### src/hw/rtl/sacp_pkg.sv
// Package for the serial angle command to pulse block.
// Character codes, register indexes and the constant-divide parameters.
// No dependencies.
package sacp_pkg;

   localparam int MAX_DIGITS = 9;

   localparam int BYTE_WIDTH      = 8;
   localparam int TICKS_WIDTH     = 16;
   localparam int COUNT_WIDTH     = 4;
   localparam int CSR_INDEX_WIDTH = 4;

   localparam logic [BYTE_WIDTH-1:0] ANGLE_LIMIT = 8'd180;
   localparam logic [BYTE_WIDTH-1:0] CHAR_CR     = 8'd13;
   localparam logic [BYTE_WIDTH-1:0] CHAR_LF     = 8'd10;
   localparam logic [BYTE_WIDTH-1:0] CHAR_ZERO   = 8'd48;
   localparam logic [BYTE_WIDTH-1:0] CHAR_NINE   = 8'd57;

   localparam logic [TICKS_WIDTH-1:0] PULSE_MIN_RESET  = 16'd1000;
   localparam logic [TICKS_WIDTH-1:0] PULSE_SPAN_RESET = 16'd3999;

   // angle * span / 180 is done as ((angle * span) >> 2) / 45
   localparam int PROD_WIDTH   = BYTE_WIDTH + TICKS_WIDTH;  // 24
   localparam int QUART_WIDTH  = PROD_WIDTH - 2;            // 22
   localparam int RECIP_SHIFT  = 28;
   localparam int RECIP_WIDTH  = 23;
   localparam int DIV_SMALL    = 45;
   localparam logic [RECIP_WIDTH-1:0] RECIP_MULT = RECIP_WIDTH'((2 ** RECIP_SHIFT) / DIV_SMALL);
   localparam int RECIP_PROD_WIDTH = QUART_WIDTH + RECIP_WIDTH;  // 45

   typedef enum logic [CSR_INDEX_WIDTH-1:0] {
      CSR_PULSE_MIN  = 4'd0,
      CSR_PULSE_SPAN = 4'd1
   } csr_index_type;

endpackage

### src/hw/rtl/serial_angle_command_to_pulse.sv
// Top level of the serial angle command to pulse block.
// Parses decimal angle lines and scales them to a pulse compare value.
// Depends on sacp_pkg.

// Every accepted byte yields one result item, echoing the byte; a CR or LF after at
// least one digit ends a command and reports success or out of range. The block
// takes one byte per cycle when the result side does not stall, and passes each
// result through the four-stage path: parse, the angle by span multiply, the
// reciprocal multiply that divides by 180, and the correction, offset add and
// saturation that update the held pulse.
// Register writes are taken on any cycle (csr_ready is always high).
module serial_angle_command_to_pulse
   import sacp_pkg::*;
(
   input  logic                       clock,
   input  logic                       reset,
   input  logic                       req_valid,
   output logic                       req_stall,
   input  logic [BYTE_WIDTH-1:0]      req_rx_byte,
   output logic                       rsp_valid,
   input  logic                       rsp_stall,
   output logic [BYTE_WIDTH-1:0]      rsp_echo_byte,
   output logic                       rsp_command_done,
   output logic                       rsp_command_status,
   output logic [BYTE_WIDTH-1:0]      rsp_angle_value,
   output logic [TICKS_WIDTH-1:0]     rsp_pulse_ticks,
   input  logic                       csr_valid,
   output logic                       csr_ready,
   input  logic [CSR_INDEX_WIDTH-1:0] csr_index,
   input  logic [TICKS_WIDTH-1:0]     csr_data
);

   // configuration
   logic [TICKS_WIDTH-1:0] pulse_min_ff, pulse_span_ff;

   // parser state
   logic [COUNT_WIDTH-1:0] digit_count_ff, digit_count_in;
   logic [BYTE_WIDTH-1:0]  acc_value_ff, acc_value_in;
   logic                   too_large_ff, too_large_in;
   logic [TICKS_WIDTH-1:0] held_pulse_ff, held_pulse_in;

   // parse results
   logic                   p_done, p_status;
   logic [BYTE_WIDTH-1:0]  p_angle;
   logic [10:0]            p_next;

   // stage A: parsed item
   logic                   a_valid_ff;
   logic [BYTE_WIDTH-1:0]  a_echo_ff, a_angle_ff;
   logic                   a_done_ff, a_status_ff;

   // stage B: angle * span
   logic                   b_valid_ff;
   logic [BYTE_WIDTH-1:0]  b_echo_ff, b_angle_ff;
   logic                   b_done_ff, b_status_ff;
   logic [PROD_WIDTH-1:0]  b_prod_ff;

   // stage C: approximate quotient
   logic                   c_valid_ff;
   logic [BYTE_WIDTH-1:0]  c_echo_ff, c_angle_ff;
   logic                   c_done_ff, c_status_ff;
   logic [QUART_WIDTH-1:0] c_quart_ff;
   logic [TICKS_WIDTH-1:0] c_quot_ff;
   logic [RECIP_PROD_WIDTH-1:0] recip_prod;

   // output stage
   logic                   out_valid_ff;
   logic [BYTE_WIDTH-1:0]  out_echo_ff, out_angle_ff;
   logic                   out_done_ff, out_status_ff;
   logic [TICKS_WIDTH-1:0] out_pulse_ff;

   logic [QUART_WIDTH-1:0] quot_times;
   logic [QUART_WIDTH-1:0] quot_rem;
   logic [TICKS_WIDTH:0]   quot_fixed;
   logic [TICKS_WIDTH:0]   pulse_sum;
   logic [TICKS_WIDTH-1:0] pulse_sat;

   logic ready_out, ready_c, ready_b, ready_a, accept;

   assign ready_out = !out_valid_ff || !rsp_stall;
   assign ready_c   = !c_valid_ff || ready_out;
   assign ready_b   = !b_valid_ff || ready_c;
   assign ready_a   = !a_valid_ff || ready_b;
   assign req_stall = !ready_a;
   assign accept    = req_valid && ready_a;
   assign csr_ready = 1'b1;

   always_ff @(posedge clock) begin
      if (reset) begin
         pulse_min_ff  <= PULSE_MIN_RESET;
         pulse_span_ff <= PULSE_SPAN_RESET;
      end else if (csr_valid && csr_ready) begin
         case (csr_index)
            CSR_PULSE_MIN:  pulse_min_ff  <= csr_data;
            CSR_PULSE_SPAN: pulse_span_ff <= csr_data;
            default: ;
         endcase
      end
   end

   // character parser
   always_comb begin
      digit_count_in = digit_count_ff;
      acc_value_in   = acc_value_ff;
      too_large_in   = too_large_ff;
      p_done         = 1'b0;
      p_status       = 1'b0;
      p_angle        = '0;
      p_next         = 11'(acc_value_ff) * 11'd10 + 11'(req_rx_byte[3:0]);
      if (req_rx_byte inside {CHAR_CR, CHAR_LF}) begin
         if (digit_count_ff != '0) begin
            p_done = 1'b1;
            if (too_large_ff || acc_value_ff > ANGLE_LIMIT) begin
               p_status = 1'b1;
            end else begin
               p_angle = acc_value_ff;
            end
            digit_count_in = '0;
            acc_value_in   = '0;
            too_large_in   = 1'b0;
         end
      end else if (req_rx_byte inside {[CHAR_ZERO:CHAR_NINE]} &&
                   digit_count_ff < COUNT_WIDTH'(MAX_DIGITS)) begin
         digit_count_in = digit_count_ff + 1'b1;
         if (!too_large_ff) begin
            if (p_next > 11'(ANGLE_LIMIT)) begin
               too_large_in = 1'b1;
               acc_value_in = '0;
            end else begin
               acc_value_in = p_next[BYTE_WIDTH-1:0];
            end
         end
      end
   end

   always_ff @(posedge clock) begin
      if (reset) begin
         digit_count_ff <= '0;
         acc_value_ff   <= '0;
         too_large_ff   <= 1'b0;
      end else if (accept) begin
         digit_count_ff <= digit_count_in;
         acc_value_ff   <= acc_value_in;
         too_large_ff   <= too_large_in;
      end
   end

   // stage valids
   always_ff @(posedge clock) begin
      if (reset) begin
         a_valid_ff   <= 1'b0;
         b_valid_ff   <= 1'b0;
         c_valid_ff   <= 1'b0;
         out_valid_ff <= 1'b0;
      end else begin
         if (ready_a)   a_valid_ff   <= accept;
         if (ready_b)   b_valid_ff   <= a_valid_ff;
         if (ready_c)   c_valid_ff   <= b_valid_ff;
         if (ready_out) out_valid_ff <= c_valid_ff;
      end
   end

   // stage payloads
   always_ff @(posedge clock) begin
      if (accept) begin
         a_echo_ff   <= req_rx_byte;
         a_angle_ff  <= p_angle;
         a_done_ff   <= p_done;
         a_status_ff <= p_status;
      end
      if (ready_b && a_valid_ff) begin
         b_echo_ff   <= a_echo_ff;
         b_angle_ff  <= a_angle_ff;
         b_done_ff   <= a_done_ff;
         b_status_ff <= a_status_ff;
         b_prod_ff   <= PROD_WIDTH'(a_angle_ff) * PROD_WIDTH'(pulse_span_ff);
      end
      if (ready_c && b_valid_ff) begin
         c_echo_ff   <= b_echo_ff;
         c_angle_ff  <= b_angle_ff;
         c_done_ff   <= b_done_ff;
         c_status_ff <= b_status_ff;
         c_quart_ff  <= b_prod_ff[PROD_WIDTH-1:2];
         c_quot_ff   <= recip_prod[RECIP_SHIFT+TICKS_WIDTH-1:RECIP_SHIFT];
      end
   end

   // the reciprocal undershoots by at most one
   assign recip_prod = RECIP_PROD_WIDTH'(b_prod_ff[PROD_WIDTH-1:2]) *
                       RECIP_PROD_WIDTH'(RECIP_MULT);

   always_comb begin
      quot_times = QUART_WIDTH'(c_quot_ff) * QUART_WIDTH'(DIV_SMALL);
      quot_rem   = c_quart_ff - quot_times;
      quot_fixed = (TICKS_WIDTH+1)'(c_quot_ff) +
                   (TICKS_WIDTH+1)'(quot_rem >= QUART_WIDTH'(DIV_SMALL));
      pulse_sum  = (TICKS_WIDTH+1)'(pulse_min_ff) + quot_fixed;
      pulse_sat  = pulse_sum[TICKS_WIDTH] ? '1 : pulse_sum[TICKS_WIDTH-1:0];
      held_pulse_in = (c_done_ff && !c_status_ff) ? pulse_sat : held_pulse_ff;
   end

   always_ff @(posedge clock) begin
      if (reset) begin
         held_pulse_ff <= PULSE_MIN_RESET;
      end else if (ready_out && c_valid_ff) begin
         held_pulse_ff <= held_pulse_in;
      end
   end

   always_ff @(posedge clock) begin
      if (ready_out && c_valid_ff) begin
         out_echo_ff   <= c_echo_ff;
         out_angle_ff  <= c_angle_ff;
         out_done_ff   <= c_done_ff;
         out_status_ff <= c_status_ff;
         out_pulse_ff  <= held_pulse_in;
      end
   end

   assign rsp_valid          = out_valid_ff;
   assign rsp_echo_byte      = out_echo_ff;
   assign rsp_command_done   = out_done_ff;
   assign rsp_command_status = out_status_ff;
   assign rsp_angle_value    = out_angle_ff;
   assign rsp_pulse_ticks    = out_pulse_ff;

   // out of range results carry no angle and always end a command
   assert property (@(posedge clock) disable iff (reset)
      rsp_valid && rsp_command_status |-> rsp_command_done && rsp_angle_value == '0)
      else $error("status set without a finished command or with an angle");

   // the held pulse moves only with a successful command entering the output stage
   assert property (@(posedge clock) disable iff (reset)
      !$stable(held_pulse_ff) |-> rsp_valid && rsp_command_done && !rsp_command_status
                                  && rsp_pulse_ticks == held_pulse_ff)
      else $error("held pulse changed without a successful command");

   assert property (@(posedge clock) disable iff (reset)
      digit_count_ff <= COUNT_WIDTH'(MAX_DIGITS))
      else $error("digit count beyond limit");

   // input stalls only when the front stage is occupied and cannot move
   assert property (@(posedge clock) disable iff (reset)
      req_stall |-> a_valid_ff && b_valid_ff && c_valid_ff && out_valid_ff)
      else $error("input stalled with room in the pipeline");

endmodule
### config.mk
export PLATFORM = sky130hd
export DESIGN_NAME = serial_angle_command_to_pulse
export DESIGN_NICKNAME = d
export VERILOG_FILES = /design/src/hw/rtl/sacp_pkg.sv /design/src/hw/rtl/serial_angle_command_to_pulse.sv
export SDC_FILE = /design/constraint.sdc
export NUM_CORES = 1
export LEC_CHECK = 0
export BUFFER_PORTS_ARGS = -buffer_cell sky130_fd_sc_hd__buf_2
export CAP_MARGIN = 20
export CORE_MARGIN = 2
export CORE_UTILIZATION = 30
export CTS_BUF_LIST = sky130_fd_sc_hd__clkbuf_2
export CTS_CLUSTER_SIZE = 12
export DETAILED_ROUTE_END_ITERATION = 10
export HOLD_SLACK_MARGIN = 0.1
export PLACE_DENSITY = 0.52
export SETUP_SLACK_MARGIN = 0.02
export SYNTH_ARGS = -nofsm -noshare
export SYNTH_HDL_FRONTEND = slang
export SYNTH_SLANG_ARGS = --single-unit
### constraint.sdc
create_clock -name clock -period 8.9 [get_ports clock]
set_input_delay 1.335 -clock clock [delete_from_list [all_inputs] [get_ports clock]]
set_output_delay 1.335 -clock clock [all_outputs]
set_load 0.1 [all_outputs]
Word-level counts from Yosys, hierarchy flattened
Cells that the tools add are included.

word-level totals
  bits of input ports = 33
  bits in registers = 215
  latch bits = 0
  memories = 0
  logic and storage cells = 98
  bits in read-only memories = 0
  output and inout bits = 37
  memory bits (writable) = 0

operators by class
  divide/modulo/power cells = 0
  shift operators = 0
  mux-type cells = 17
  multiply operators = 4
  add/subtract/negate cells = 5
  $lt $le $gt $ge = 6
  reduce and logical (&&, ||, !) cells = 29
  eq/ne operators = 5
  bitwise operators = 2

operator list
  operator                                                                          number
  22-bit by 19-bit multiplier with 40-bit output, second input constant             1
  8-bit 2-to-1 mux                                                                  5
  16-bit 2-to-1 mux                                                                 2
  8-bit by 16-bit multiplier with 24-bit output                                     1
  22-bit by 6-bit >= comparator with 1-bit output, second input constant            1
  16-bit by 6-bit multiplier with 22-bit output, second input constant              1
  22-bit subtractor                                                                 1
  16-bit by 1-bit adder with 17-bit output                                          1
  16-bit by 17-bit adder with 17-bit output                                         1
  8-bit by 4-bit equality test with 1-bit output, second input constant             2
  4-bit 2-to-1 mux                                                                  3
  11-bit by 4-bit adder with 11-bit output                                          1
  11-bit by 8-bit > comparator with 1-bit output, second input constant             1
  8-bit by 3-bit multiplier with 10-bit output, second input constant               1
  8-bit by 6-bit >= comparator with 1-bit output, second input constant             1
  8-bit > comparator, second input constant                                         1
  8-bit by 6-bit less-or-equal comparator with 1-bit output, second input constant  1
  1-bit logical AND                                                                 7
  1-bit zero test                                                                   7
  1-bit 2-to-1 mux                                                                  7
  2-bit AND reduction                                                               3
  1-bit logical OR                                                                  5
  4-bit by 1-bit adder with 4-bit output, second input constant                     1
  4-bit by 1-bit equality test with 1-bit output, second input constant             1
  9 further kinds                                                                   12

Depth between registers and ports, before layout
Gate-level depths: netlist of the first run.

  depth after elaboration = 7
  mapped depth = 28
  gate-level depth less buffers = 28

Worst setup path after synthesis of the first run
OpenSTA, ideal clock, no wires.

  path kind = register -> register
  start = reg c_quot_ff[3]
  end = reg out_pulse_ff[11] (netlist: rsp_pulse_ticks[11]) (data pin)
  required time = 8.770 ns
  stages on the path, launching flop included = 29
  setup time = 0.130 ns
  setup slack = 1.582 ns
  arrival time = 7.188 ns
  clock period less this slack = 7.318 ns
  path buffers = 1
  cells stage by stage = edfxtp_1 ha_1 inv_1 fa_1 inv_1 fa_1 inv_1 fa_1 ha_1 a21oi_1 o21ai_0 nor4b_1 nor3_1 o31ai_1 a2111oi_0 or3_1 and4_1 o2111a_1 fa_1 fa_1 nor2b_1 o21a_1 o21ai_0 a21oi_1 a211oi_1 o31a_1 o211ai_1 clkbuf_1 o22a_1

on the way
  longest elaborated chain between the ends = 7

RTL lines
  what                                             RTL line                              source
  start: declaration                               serial_angle_command_to_pulse.sv:63   logic [TICKS_WIDTH-1:0] c_quot_ff;
  start signal: assignment                         serial_angle_command_to_pulse.sv:184  c_quot_ff <= recip_prod[RECIP_SHIFT+TICKS_WIDTH-1:RECIP_SHIFT];
  16-bit by 6-bit multiplier with 22-bit output    serial_angle_command_to_pulse.sv:193  quot_times = QUART_WIDTH'(c_quot_ff) * QUART_WIDTH'(DIV_SMALL);
  22-bit subtractor                                serial_angle_command_to_pulse.sv:194  quot_rem = c_quart_ff - quot_times;
  22-bit by 6-bit >= comparator with 1-bit output  serial_angle_command_to_pulse.sv:196  (TICKS_WIDTH+1)'(quot_rem >= QUART_WIDTH'(DIV_SMALL));
  16-bit by 1-bit adder with 17-bit output (*)     serial_angle_command_to_pulse.sv:195  quot_fixed = (TICKS_WIDTH+1)'(c_quot_ff) +
  16-bit by 17-bit adder with 17-bit output (*)    serial_angle_command_to_pulse.sv:197  pulse_sum = (TICKS_WIDTH+1)'(pulse_min_ff) + quot_fixed;
  16-bit 2-to-1 mux (*)                            serial_angle_command_to_pulse.sv:198  pulse_sat = pulse_sum[TICKS_WIDTH] ? '1 : pulse_sum[TICKS_WIDTH-1:0];
  16-bit 2-to-1 mux (*)                            serial_angle_command_to_pulse.sv:199  held_pulse_in = (c_done_ff && !c_status_ff) ? pulse_sat : held_pulse_ff;
  via held_pulse_in[11]                            serial_angle_command_to_pulse.sv:40   logic [TICKS_WIDTH-1:0] held_pulse_ff, held_pulse_in;
  end signal: assignment                           serial_angle_command_to_pulse.sv:216  out_pulse_ff <= held_pulse_in;
  end: declaration                                 serial_angle_command_to_pulse.sv:70   logic [TICKS_WIDTH-1:0] out_pulse_ff;

Mark *: on every way through the listed nets, which the timed path passes. The rest lies on a longest branch.
A chain may end at the register's enable or synchronous reset.

Final worst setup path of the first run
  start = reg c_quot_ff[3]
  end = reg held_pulse_ff[12]

on the way
  longest elaborated chain between the ends = 7

RTL lines
  what                                             RTL line                              source
  16-bit by 6-bit multiplier with 22-bit output    serial_angle_command_to_pulse.sv:193
  22-bit subtractor                                serial_angle_command_to_pulse.sv:194
  22-bit by 6-bit >= comparator with 1-bit output  serial_angle_command_to_pulse.sv:196
  16-bit by 1-bit adder with 17-bit output (*)     serial_angle_command_to_pulse.sv:195
  16-bit by 17-bit adder with 17-bit output (*)    serial_angle_command_to_pulse.sv:197
  16-bit 2-to-1 mux (*)                            serial_angle_command_to_pulse.sv:198
  16-bit 2-to-1 mux (*)                            serial_angle_command_to_pulse.sv:199
  end signal: assignment                           serial_angle_command_to_pulse.sv:206  held_pulse_ff <= held_pulse_in;
  end: declaration                                 serial_angle_command_to_pulse.sv:40

Mark *: on every way between the ends. The rest lies on a longest branch, timed or not.

==> impl_metrics.tcl, run 1 <==
set metrics [dict create \
    outcome "completed" \
    drt_iter0_markers 819 \
    path_clk_slew_ns 0.11 \
    critPathArrivalTime_ns 8.87 \
    worstReg2RegEnd "held_pulse_ff[12]" \
    synthToLayoutAreaGrowth_pct 9.455 \
    ys_seq_elements 213 \
    htreeDepth 2 \
    ant_nets 0 \
    min_to "rsp_angle_value[4]" \
    synth-async-reset-ratio_pct 0 \
    ctsResizeCount 0 \
    setup_violations 0 \
    worst_pin_slew_ns 0.8905 \
    antenna_found_initial 5 \
    r2r-start "c_quot_ff[3]" \
    hold_class "reg -> reg" \
    whs_path_depth 0 \
    gr-total-overflow 0 \
    final.period_utilization_pct 91.35 \
    place_congestion 0.8746 \
    numPortBuffers 68 \
    final_common_cell "inv_1" \
    num_rows 98 \
    r2r_setup_slack_ns 0.77 \
    min_period_ns 8.130 \
    cts_made_buffers 54 \
    synth-main-ff-cell "edfxtp_1" \
    finalClockSkew_ns 0.06329 \
    slew-limit-headroom_pct 40.52 \
    hold_viol 0 \
    ioPinCount 70 \
    reg2reg_depth 29 \
    netlist_instances 2109 \
    cts_tree "built" \
    layout.nets 2785 \
    fp.dieH_um 271.4 \
    critPathMostFrequentCell "fa_1" \
    grt_pass1_vias 15670 \
    hold_buffers 0 \
    die_w_um 271.4 \
    drive_gt1_share_pct 8.055 \
    drc_errors 0 \
    syn_avg_cell_area_um2 10.17 \
    critPathLaunchType "register" \
    syn_area_mm2 0.02145 \
    crit_fanout 16 \
    synth_edf_count 148 \
    wirelength_um 52690 \
    wl_per_cell_um 16.46 \
    layout_common_cells "inv_1 (455), ha_1 (282), fa_1 (269)" \
    post-cts-setup-buffers 0 \
    via_per_inst 4.611 \
    synth_cell_types 70 \
    startpoint "c_quot_ff[3]" \
    grt_usage_pct 14.39 \
    yosys_warnings 0 \
    maxCapViolCount 0 \
    grt_setup_unrepaired "no" \
    cts.sinks 213 \
    yosysSeqAreaShare_pct 26.78 \
    end_kind "register" \
    clock_latency_ns 0.86 \
    worst_ep_required_time_ns 9.64 \
    cpMaxStageDelayCell "fa_1" \
    vias 14760 \
    grt_pass1_wl_um 84060 \
    detailed_place_hpwl_um 43310 \
    min_from "c_angle_ff[4]" \
    synth_nets 2693 \
    yosysTopAreaCell "fa_1" \
    dr.pass1.iters 5 \
    start_util_pct 30.16 \
    max_clock_freq_ghz 0.1230 \
    coreArea_mm2 0.07112 \
    clock_tree.buffer_depth 3 \
    die_area_mm2 0.07366 \
    synth_area_leaders "fa_1 (25%), edfxtp_1 (21%), ha_1 (16%)" \
    synth_top_area_share_pct 25.10 \
    root_buffer "clkbuf_2" \
    nFillCells 7419 \
    crit_type "reg -> reg" \
    grt_max_degree 63 \
    slowest_delay_ns 0.53 \
    drv_slew 0 \
    setup_tns_ns 0 \
]
[registers in the layout (all words and copies together) (netlist names), 16 cells and up]
name	count
c_quart_ff	22
pulse_min_ff	16
b_prod_ff	22
pulse_span_ff	16
held_pulse_ff	16
rsp_pulse_ticks	16
c_quot_ff	16
[Yosys cell counts (18+ instances only)]
master and instances:
and2_1 75, xor2_1 20, nand2_1 179, clkbuf_1 40
dfxtp_1 65, nor3_1 35, a21o_1 19, nor2_1 98
xnor2_1 50, ha_1 282, a21oi_1 81, o21ai_0 44
fa_1 269, nand3b_1 18, edfxtp_1 148, inv_1 455
nand3_1 18
[layout make-up]
cell class | instances | area [um2] | share of cell area [%]
antenna | 5 | 12.51 | 0.05329
clock buffer | 79 | 395.4 | 1.684
clock inverter | 23 | 152.6 | 0.6501
inverter | 455 | 1708 | 7.274
multi-input combinational | 1400 | 13870 | 59.05
sequential | 213 | 5746 | 24.47
tap | 950 | 1189 | 5.062
timing repair buffer | 77 | 411.6 | 1.753
[metrics by stage]
step | util [%] | setup slack (ns) | std cells | hold WS, ns | cell area, um2
floorplan | - | 1.582 | 2109 | 0.4003 | 21450
global placement | 32.20 | 0.9579 | 3093 | 0.4019 | 22900
detailed placement | 32.21 | 0.7810 | 3094 | 0.4045 | 22910
CTS | 32.98 | 0.7804 | 3196 | 0.4191 | 23460
global route | 33.02 | 0.1821 | 3202 | 0.4228 | 23480
finish | 33.02 | 0.7696 | 3202 | 0.4165 | 23480
[per-layer routing]
layer	track usage, %	up-vias	wire length (um)
met5	0	-	0
met4	3.759	0	1163
met3	2.052	74	1977
met2	24.71	255	25700
met1	18.98	7349	23850
li1	-	7086	-
[critical path, delay by kind of cell (launching register included)]
family	cells	cell delay (ns)
adders and majority gates	7	3.01
AOI/OAI and AO/OA	12	2.63
buffers and inverters	4	0.40
DFF	1	0.45
and+or+nand+nor	6	1.55
[cell families after synthesis]
kind of cell	Yosys count	synth area share (%)
muxes	3	0.1458
other	1	0.01748
and+or+nand+nor	505	11.43
AOI/OAI and AO/OA	269	8.446
xor gates and xnor gates	71	2.934
buffers and inverters	496	8.696
adders and majority gates	551	41.55
DFF	213	26.78
[worst max path at each step]
| stage | depth (start not counted) | slack (ns) | to |
|---|---|---|---|
| floorplan | 28 | 1.58 | rsp_pulse_ticks[11] |
| global placement | 29 | 0.96 | held_pulse_ff[13] |
| detailed placement | 29 | 0.78 | held_pulse_ff[1] |
| CTS | 29 | 0.78 | held_pulse_ff[1] |
| global route | 29 | 0.18 | held_pulse_ff[12] |
| finish | 29 | 0.77 | held_pulse_ff[12] |
Power of run 1 is left out: the tool's default activity adds up to more than one toggle a clock period on the data nets, which glitch-free logic cannot reach.
==> run 2: changes to the inputs <==
Clock period 8.9 ns to 8.08 ns, I/O delays scaled along.
==> impl_metrics.tcl, run 2 (same netlist as run 1, synthesis figures left out) <==
set metrics [dict create \
    crit_fanout 14 \
    grt_pass1_wl_um 83190 \
    clock_tree.buffer_depth 3 \
    antenna_found_initial 4 \
    routed-wl-met3_um 1969 \
    dr.pass1.iters 5 \
    layout_common_cells "inv_1 (455), ha_1 (282), fa_1 (269)" \
    critPathMostFrequentCell "fa_1" \
    hold_buffers 0 \
    max_clock_freq_ghz 0.1315 \
    synthToLayoutAreaGrowth_pct 9.630 \
    ant_nets 0 \
    root_buffer "clkbuf_2" \
    clock_latency_ns 0.83 \
    dpl_worst_slack_ns -0.02529 \
    slew-limit-headroom_pct 42.05 \
    fp.dieH_um 271.4 \
    min_period_ns 7.603 \
    cts.sinks 213 \
    die_area_mm2 0.07366 \
    worst_pin_slew_ns 0.8675 \
    routed.top_layer "met4" \
    detailed_place_hpwl_um 42960 \
    hold_class "reg -> reg" \
    ioPinCount 70 \
    wl_per_cell_um 16.23 \
    critPathArrivalTime_ns 8.18 \
    slowest_delay_ns 0.49 \
    worst_ep_required_time_ns 8.66 \
    path_clk_slew_ns 0.10 \
    reg.largest.list "b_prod_ff (22), c_quart_ff (22)" \
    maxCapViolCount 0 \
    htreeDepth 2 \
    drv_slew 0 \
    holdWs_ns 0.4098 \
    vias 14610 \
    outcome "completed" \
    final_common_cell "inv_1" \
    regArea_mm2 0.005746 \
    start_util_pct 30.16 \
    layout.nets 2787 \
    met2WireLength_um 25220 \
    hold_viol 0 \
    critPathLaunchType "register" \
    grt_max_degree 63 \
    wirelength_um 51910 \
    cpMaxStageDelayCell "fa_1" \
    coreArea_mm2 0.07112 \
    grt_setup_unrepaired "yes" \
    setup_ws_ns 0.4773 \
    num_rows 98 \
    via_per_inst 4.569 \
    drt_iter0_markers 700 \
    cts_tree "built" \
    crit_type "reg -> reg" \
    drive_gt1_share_pct 8.601 \
    finalClockSkew_ns 0.07389 \
    cts_made_buffers 51 \
    grt_usage_pct 14.21 \
    numPortBuffers 68 \
    layoutNonFillerInstCount 3198 \
    dpl.cell_count 3096 \
    nFillCells 7326 \
    place_congestion 0.8787 \
    gr-total-overflow 0 \
    multi_input_area_mm2 0.01389 \
    setup_tns_ns 0 \
    die_w_um 271.4 \
    final.period_utilization_pct 94.09 \
    end_kind "register" \
    wl_met1_um 23830 \
    drc_errors 0 \
    grt_pass1_vias 15340 \
    setup_violations 0 \
]
==> run 2: cell count changes in the layout (fill, tap and decap cells not counted), sizes merged <==
cell	before	now
clkbuf	79	82
diode	5	4
clkinvlp	2	1
clkinv	19	9
buf	77	82
==> run 2: metal layers <==
layer / vias to the layer above / global-route usage (%)
li1: 7078 / -
met5: - / 0
met2: 231 / 24.26
met4: 0 / 3.080
met1: 7249 / 19.19
met3: 55 / 1.893
==> run 2: layout make-up <==
cell class              instances  area share (%)
clock buffers                  82           1.745
multi-input cells            1400           59.06
inverters                     455           7.262
flip-flops and latches        213           24.43
repair buffers                 82           1.947
diodes                          4         0.04256
well taps                     950           5.054
clock inverters                12          0.4575
==> run 2: through the flow <==
stage	area, um2	utilization, %
4_1_cts	23450	32.97
6_report	23520	33.07
3_5_place_dp	22920	32.23
5_1_grt	23520	33.07
3_3_place_gp	22920	32.22
2_1_floorplan	21450	-
==> run 2: worst max-delay path, delay by kind of cell, from the launching register on <==
kind / cells / cell delay [ns]
compound gates: 13 / 3.23
simple gates: 3 / 0.52
flops: 1 / 0.45
fa+ha+maj: 7 / 2.57
buf+inv: 6 / 0.62
==> run 2: path summary, 6_finish.rpt <==
| path | start | end | slack [ns] | cells past startpoint |
|---|---|---|---|---|
| worst min-delay path | c_angle_ff[1] | rsp_angle_value[1] | 0.41 | 0 |
| worst min register to register | c_angle_ff[1] | rsp_angle_value[1] | 0.41 | 0 |
| worst max register to register | c_quot_ff[9] | rsp_pulse_ticks[11] | 0.48 | 29 |
| worst max-delay path | c_quot_ff[9] | rsp_pulse_ticks[11] | 0.48 | 29 |
==> run 2: what timing repair did <==
item / CTS / global route
buffers inserted: 0 / 2
endpoints found under the setup margin: 4 / 29
pin swaps: 0 / 3
resized for setup: 1 / 6
Power of run 2 is left out for the same reason.
